[config.mk]
export PLATFORM = sky130hd
export DESIGN_NAME = crc8pd_frame
export DESIGN_NICKNAME = d
export VERILOG_FILES = /design/src/rtl/crc8pd_pkg.sv /design/src/rtl/crc8pd_frame.sv
export SDC_FILE = /design/constraint.sdc
export NUM_CORES = 1
export LEC_CHECK = 0
export BUFFER_PORTS_ARGS = -buffer_cell sky130_fd_sc_hd__buf_2
export CAP_MARGIN = 5
export CORE_MARGIN = 3
export CORE_UTILIZATION = 50
export CTS_CLUSTER_SIZE = 16
export DETAILED_ROUTE_END_ITERATION = 8
export HOLD_SLACK_MARGIN = 0.15
export PLACE_DENSITY_LB_ADDON = 0.08
export SYNTH_ARGS = -nofsm -noshare
export SYNTH_HDL_FRONTEND = slang
export SYNTH_SLANG_ARGS = --single-unit
[constraint.sdc]
create_clock -name clk -period 4.14 [get_ports clk]
set_input_delay 0.828 -clock clk [delete_from_list [all_inputs] [get_ports clk]]
set_output_delay 0.828 -clock clk [all_outputs]
set_load 0.05 [all_outputs]
[src/rtl/crc8pd_pkg.sv]
// ----------------------------------------------------------------------------
// crc8pd_pkg
// Shared types, constants and the CRC-8 byte update for the packet deframer.
// ----------------------------------------------------------------------------
package crc8pd_pkg;

    // Field widths.
    localparam int BYTE_W   = 8;
    localparam int STATUS_W = 2;
    localparam int POS_W    = 3;
    localparam int CFG_IDX_W = 1;
    localparam int CFG_DATA_W = 8;

    // Configuration register indexes.
    localparam logic [CFG_IDX_W-1:0] REG_START_MARKER = 1'd0;
    localparam logic [CFG_IDX_W-1:0] REG_END_MARKER   = 1'd1;

    // Configuration reset values.
    localparam logic [BYTE_W-1:0] START_MARKER_RST = 8'h02;
    localparam logic [BYTE_W-1:0] END_MARKER_RST   = 8'h03;

    // Byte that aborts a hunt; a timeout also reads as this byte.
    localparam logic [BYTE_W-1:0] ABORT_BYTE = 8'hFF;

    // CRC-8 settings: poly 0x07, init 0xFF, MSB first.
    localparam logic [BYTE_W-1:0] CRC_INIT = 8'hFF;
    localparam logic [BYTE_W-1:0] CRC_POLY = 8'h07;

    // Byte positions after the start marker.
    localparam logic [POS_W-1:0] POS_COMMAND = 3'd0;
    localparam logic [POS_W-1:0] POS_TABLE   = 3'd1;
    localparam logic [POS_W-1:0] POS_PAYLOAD = 3'd2;
    localparam logic [POS_W-1:0] POS_CHECK   = 3'd3;
    localparam logic [POS_W-1:0] POS_END     = 3'd4;

    // Result status codes.
    localparam logic [STATUS_W-1:0] ST_VALID      = 2'd0;
    localparam logic [STATUS_W-1:0] ST_BAD_END    = 2'd1;
    localparam logic [STATUS_W-1:0] ST_BAD_CRC    = 2'd2;
    localparam logic [STATUS_W-1:0] ST_HUNT_ABORT = 2'd3;

    // One result beat.
    typedef struct packed {
        logic [STATUS_W-1:0] status;
        logic [BYTE_W-1:0]   command;
        logic [BYTE_W-1:0]   table_index;
        logic [BYTE_W-1:0]   payload;
        logic [BYTE_W-1:0]   received_check;
    } result_t;

    // Feed one byte into the CRC, eight shift steps unrolled.
    function automatic logic [BYTE_W-1:0] crc8_feed(input logic [BYTE_W-1:0] crc,
                                                    input logic [BYTE_W-1:0] b);
        logic [BYTE_W-1:0] c;
        c = crc ^ b;
        for (int k = 0; k < BYTE_W; k++) begin
            if (c[BYTE_W-1])
                c = {c[BYTE_W-2:0], 1'b0} ^ CRC_POLY;
            else
                c = {c[BYTE_W-2:0], 1'b0};
        end
        return c;
    endfunction

endpackage

[src/rtl/crc8pd_frame.sv]
// ----------------------------------------------------------------------------
// crc8pd_frame
// Framing state, field capture, running CRC and configuration registers.
// ----------------------------------------------------------------------------
module crc8pd_frame (
    input  logic                                clk,
    input  logic                                rst_n,
    input  logic                                cfg_we,
    input  logic [crc8pd_pkg::CFG_IDX_W-1:0]    cfg_index,
    input  logic [crc8pd_pkg::CFG_DATA_W-1:0]   cfg_data,
    input  logic                                beat_accept,
    input  logic [crc8pd_pkg::BYTE_W-1:0]       rx_byte,
    input  logic                                timed_out,
    output logic                                res_valid,
    output crc8pd_pkg::result_t                 res_data
);
    import crc8pd_pkg::*;

    logic                start_sel;
    logic [BYTE_W-1:0]   start_value_reg;
    logic [BYTE_W-1:0]   end_value_reg;
    logic                collecting_reg, collecting_next;
    logic [POS_W-1:0]    position_reg, position_next;
    logic [BYTE_W-1:0]   command_reg, command_next;
    logic [BYTE_W-1:0]   table_reg, table_next;
    logic [BYTE_W-1:0]   payload_reg, payload_next;
    logic [BYTE_W-1:0]   check_reg, check_next;
    logic [BYTE_W-1:0]   crc_reg, crc_next;
    logic [BYTE_W-1:0]   b;
    logic [BYTE_W-1:0]   crc_fed;

    // A write with the start marker index goes to the start marker register.
    assign start_sel = (cfg_index == REG_START_MARKER);

    // Configuration registers.
    always_ff @(posedge clk or negedge rst_n)
    begin
        if (!rst_n)
        begin
            start_value_reg <= START_MARKER_RST;
            end_value_reg   <= END_MARKER_RST;
        end
        else if (cfg_we)
        begin
            if (start_sel)
                start_value_reg <= cfg_data;
            else
                end_value_reg <= cfg_data;
        end
    end

    // A timeout reads as the abort byte.
    assign b       = timed_out ? ABORT_BYTE : rx_byte;
    assign crc_fed = crc8_feed(crc_reg, b);

    // Next state and result for the current beat.
    always_comb
    begin
        collecting_next = collecting_reg;
        position_next   = position_reg;
        command_next    = command_reg;
        table_next      = table_reg;
        payload_next    = payload_reg;
        check_next      = check_reg;
        crc_next        = crc_reg;
        res_valid       = 1'b0;
        res_data        = '{status: ST_HUNT_ABORT, command: '0, table_index: '0,
                            payload: '0, received_check: '0};
        if (beat_accept)
        begin
            if (!collecting_reg)
            begin
                // Hunting for the start marker.
                if (b == ABORT_BYTE)
                    res_valid = 1'b1;
                else if (b == start_value_reg)
                begin
                    collecting_next = 1'b1;
                    position_next   = POS_COMMAND;
                    crc_next        = CRC_INIT;
                end
            end
            else
            begin
                unique case (position_reg)
                    POS_COMMAND:
                    begin
                        command_next  = b;
                        crc_next      = crc_fed;
                        position_next = POS_TABLE;
                    end
                    POS_TABLE:
                    begin
                        table_next    = b;
                        crc_next      = crc_fed;
                        position_next = POS_PAYLOAD;
                    end
                    POS_PAYLOAD:
                    begin
                        payload_next  = b;
                        crc_next      = crc_fed;
                        position_next = POS_CHECK;
                    end
                    POS_CHECK:
                    begin
                        check_next    = b;
                        position_next = POS_END;
                    end
                    default:
                    begin
                        // End marker byte, and any stray position.
                        res_valid               = 1'b1;
                        res_data.command        = command_reg;
                        res_data.table_index    = table_reg;
                        res_data.payload        = payload_reg;
                        res_data.received_check = check_reg;
                        if (b != end_value_reg)
                            res_data.status = ST_BAD_END;
                        else if (crc_reg != check_reg)
                            res_data.status = ST_BAD_CRC;
                        else
                            res_data.status = ST_VALID;
                        collecting_next = 1'b0;
                        position_next   = POS_COMMAND;
                        crc_next        = CRC_INIT;
                    end
                endcase
            end
        end
    end

    // Control state.
    always_ff @(posedge clk or negedge rst_n)
    begin
        if (!rst_n)
        begin
            collecting_reg <= 1'b0;
            position_reg   <= POS_COMMAND;
            crc_reg        <= CRC_INIT;
        end
        else
        begin
            collecting_reg <= collecting_next;
            position_reg   <= position_next;
            crc_reg        <= crc_next;
        end
    end

    // Captured packet fields.
    always_ff @(posedge clk or negedge rst_n)
    begin
        if (!rst_n)
        begin
            command_reg <= '0;
            table_reg   <= '0;
            payload_reg <= '0;
            check_reg   <= '0;
        end
        else
        begin
            command_reg <= command_next;
            table_reg   <= table_next;
            payload_reg <= payload_next;
            check_reg   <= check_next;
        end
    end

endmodule

==> reports/metrics.cfg <==
[outcome]
outcome = complete, no violations

[setup_path]
path_common_cell = buf_2
r2r_cells = 5
critical_path.max_stage_delay_ps = 580
reg2reg_from = position_reg[2]
cp-end-kind = primary output
cp-start-kind = input port
ff2ff_setup_slack_ps = 2080
worstPathRequired_ps = 3310
crit_arrival_ps = 2830
critPathKind = in2out
cp_slowest_cell = nor4_1
critPathBufInv = 2
path_max_fanout = 29
crit_family = simple AND/OR/NAND/NOR gates
r2r-end = command_reg[5]
crit_chain = buf_2 -> nor2_2 -> mux2_2 -> a31oi_1 -> nor4_1 -> a21bo_1 -> buf_2

[power]
power.density_nw_per_um2 = 510
max-vdd-ir-drop_uv = 275
p_leak_nw = 1.93

[worst_hold_path]
hold_depth = 2
min_from = command_reg[3]
holdPathEnd = command_reg[3]
hold_class = reg2reg

[cts]
path_clk_slew_ps = 70
htree_levels = 3
cts_resized = 0
clockBufferDepth = 2
post-cts-setup-buffers = 0
numCtsBuffers = 9
hold_buffers = 0
clock-sinks = 60
cts-root-buf = clkbuf_8
clk_latency_ps = 340
cts_tree = done

[logic_synthesis]
synth-edff-count = 0
synth_seq_area_share_pct = 41.4
syn-num-nets = 394
synth_ff_type = dfrtp_1
synthesis.area_um2 = 3660
yosys_warnings = 0
synthCells = 372
yosysUniqueCellTypes = 48
synth_area_per_cell_um2 = 9.83
ys_ff_latch = 60
ys_async_sr_fraction_pct = 100

[sta]
worst_clock_skew_ps = 8.58
hold_ws_ps = 478
period_needed_ps = 3660
finalSetupViolations = 0
finalCritPeriodShare_pct = 88.3
hold_viol_final = 0
slew_violations = 0
tightest_slew_ps = 769
setup_tns_ps = 0
slew_headroom_pct = 48.7
fin_ws_ps = 482
fmax_ghz = 0.273
grt_setup_unrepaired = no

[route]
viasPerCell = 5.33
drt-total-wl_um = 8410
dr.pass1.iters = 4
final_antenna_net_count = 0
drt_iter0_drc = 153
routedWlPerCell_um = 16.4
vias = 2733
drc = 0

[run]
cap_violations = 0

[grt]
use_met1_pct = 29.6
grt_pass1_wl_um = 13800
grt_start_max_net_pins = 36
globalRouteOverflowTotal = 0
antenna_found_initial = 0
busiest_layer = met2
grt_pass1_vias = 2614
grtUsageMet2_pct = 32.4
grtUsageTotal_pct = 21.3
grtUsageMet3_pct = 5.05

[finish]
final_common_cell = buf_2
drive_gt1_share_pct = 32.1
syn2layout_area_growth_pct = 12.2
antenna_cells = 0
nets = 434
final_cell_mix = buf_2 (56), dfrtp_1 (49), nor2_1 (37), and2_1 (33), a21oi_1 (32)

[floorplanning]
rows = 30
dieArea_um2 = 8380
die_x_um = 91.5
start_util_pct = 52.7
fp.coreArea_um2 = 6940
die_h_um = 91.5
io_pins = 57

[placed_design]
preCtsSetupSlack_ps = 458
port_buffers = 56
routabilityCongestion = 0.778
hpwl_um = 6080

[kinds of logic (layout without fill, tap and decap cells)]
family | after synthesis | count (layout) | synth area share, %
buf+inv | 32 | 77 | 5.51
simple gates | 142 | 142 | 21.5
xor+xnor | 43 | 43 | 11.9
flops | 60 | 60 | 41.4
mux | 26 | 26 | 7.80
compound gates | 69 | 69 | 11.8
[worst register-to-register path, delay by kind of cell, from the launching register on]
family / cells / cell delay (ps)
DFF: 1 / 400
AOI/OAI and AO/OA: 1 / 60
and+or+nand+nor: 4 / 1470
[how the worst max path moves through the flow]
stage / endpoint / slack [ps] / start / depth (start not counted)
after floorplan: res_data[33] / 1140 / timed_out / 6
after global placement: res_data[33] / 500 / timed_out / 7
after detailed placement: res_data[33] / 460 / timed_out / 7
after CTS: res_data[33] / 460 / timed_out / 7
after global routing: res_data[32] / 270 / timed_out / 7
final: res_data[33] / 480 / timed_out / 7
[cells in the mapped netlist (all sizes together) (3+ instances only)]
library cell / n / area share (%)
dfrtp: 49 / 34
nor2: 47 / 6.4
and2: 33 / 5.6
a21oi: 32 / 4.4
xnor2: 30 / 8.0
nand2: 29 / 3.3
buf: 22 / 4.5
mux2: 20 / 6.2
o21ai: 15 / 2.9
dfstp: 11 / 7.9
xor2: 11 / 2.6
nand3: 9 / 1.2
a31oi: 8 / 1.4
clkbuf: 8 / 0.82
nor3: 7 / 1.5
mux2i: 6 / 1.6
nand3b: 3 / 0.62
nor4: 3 / 0.51
o211ai: 3 / 0.62
o22a: 3 / 0.72
[cell type report]
| cell class | instances | area, um^2 |
|---|---|---|
| inverters | 2 | 7.51 |
| multi-input cells | 280 | 1940 |
| fillers | 617 | 2840 |
| clock buffers | 10 | 128 |
| well taps | 96 | 120 |
| clock inverters | 6 | 88.8 |
| repair buffers | 59 | 303 |
| flip-flops and latches | 60 | 1520 |
[metrics by stage]
step           total power [W]  area [um^2]  std cells  util (%)
4_1_cts                0.00211         4100        513      59.1
6_report               0.00209         4100        513      59.1
3_5_place_dp           0.00152         3890        497      56.0
3_3_place_gp           0.00150         3890        497      56.0
5_1_grt                0.00222         4100        513      59.1
2_1_floorplan          0.00141         3660        372         -
[where the power goes]
| group | leakage (nW) | total (W) | switching, W | internal [W] |
|---|---|---|---|---|
| registers | 0.762 | 0.000856 | 0.000142 | 0.000714 |
| logic | 1.06 | 0.000648 | 0.000305 | 0.000343 |
| clock network | 0.102 | 0.000590 | 0.000251 | 0.000339 |
| total | 1.93 | 0.00209 | 0.000697 | 0.00140 |
[per-layer routing]
metal	share of wire, %	up-vias
met4	1.6	0
met3	5.1	11
li1	-	1342
met2	46	75
met5	0	-
met1	47	1305
Note: power is estimated with default switching activity, not from simulation.
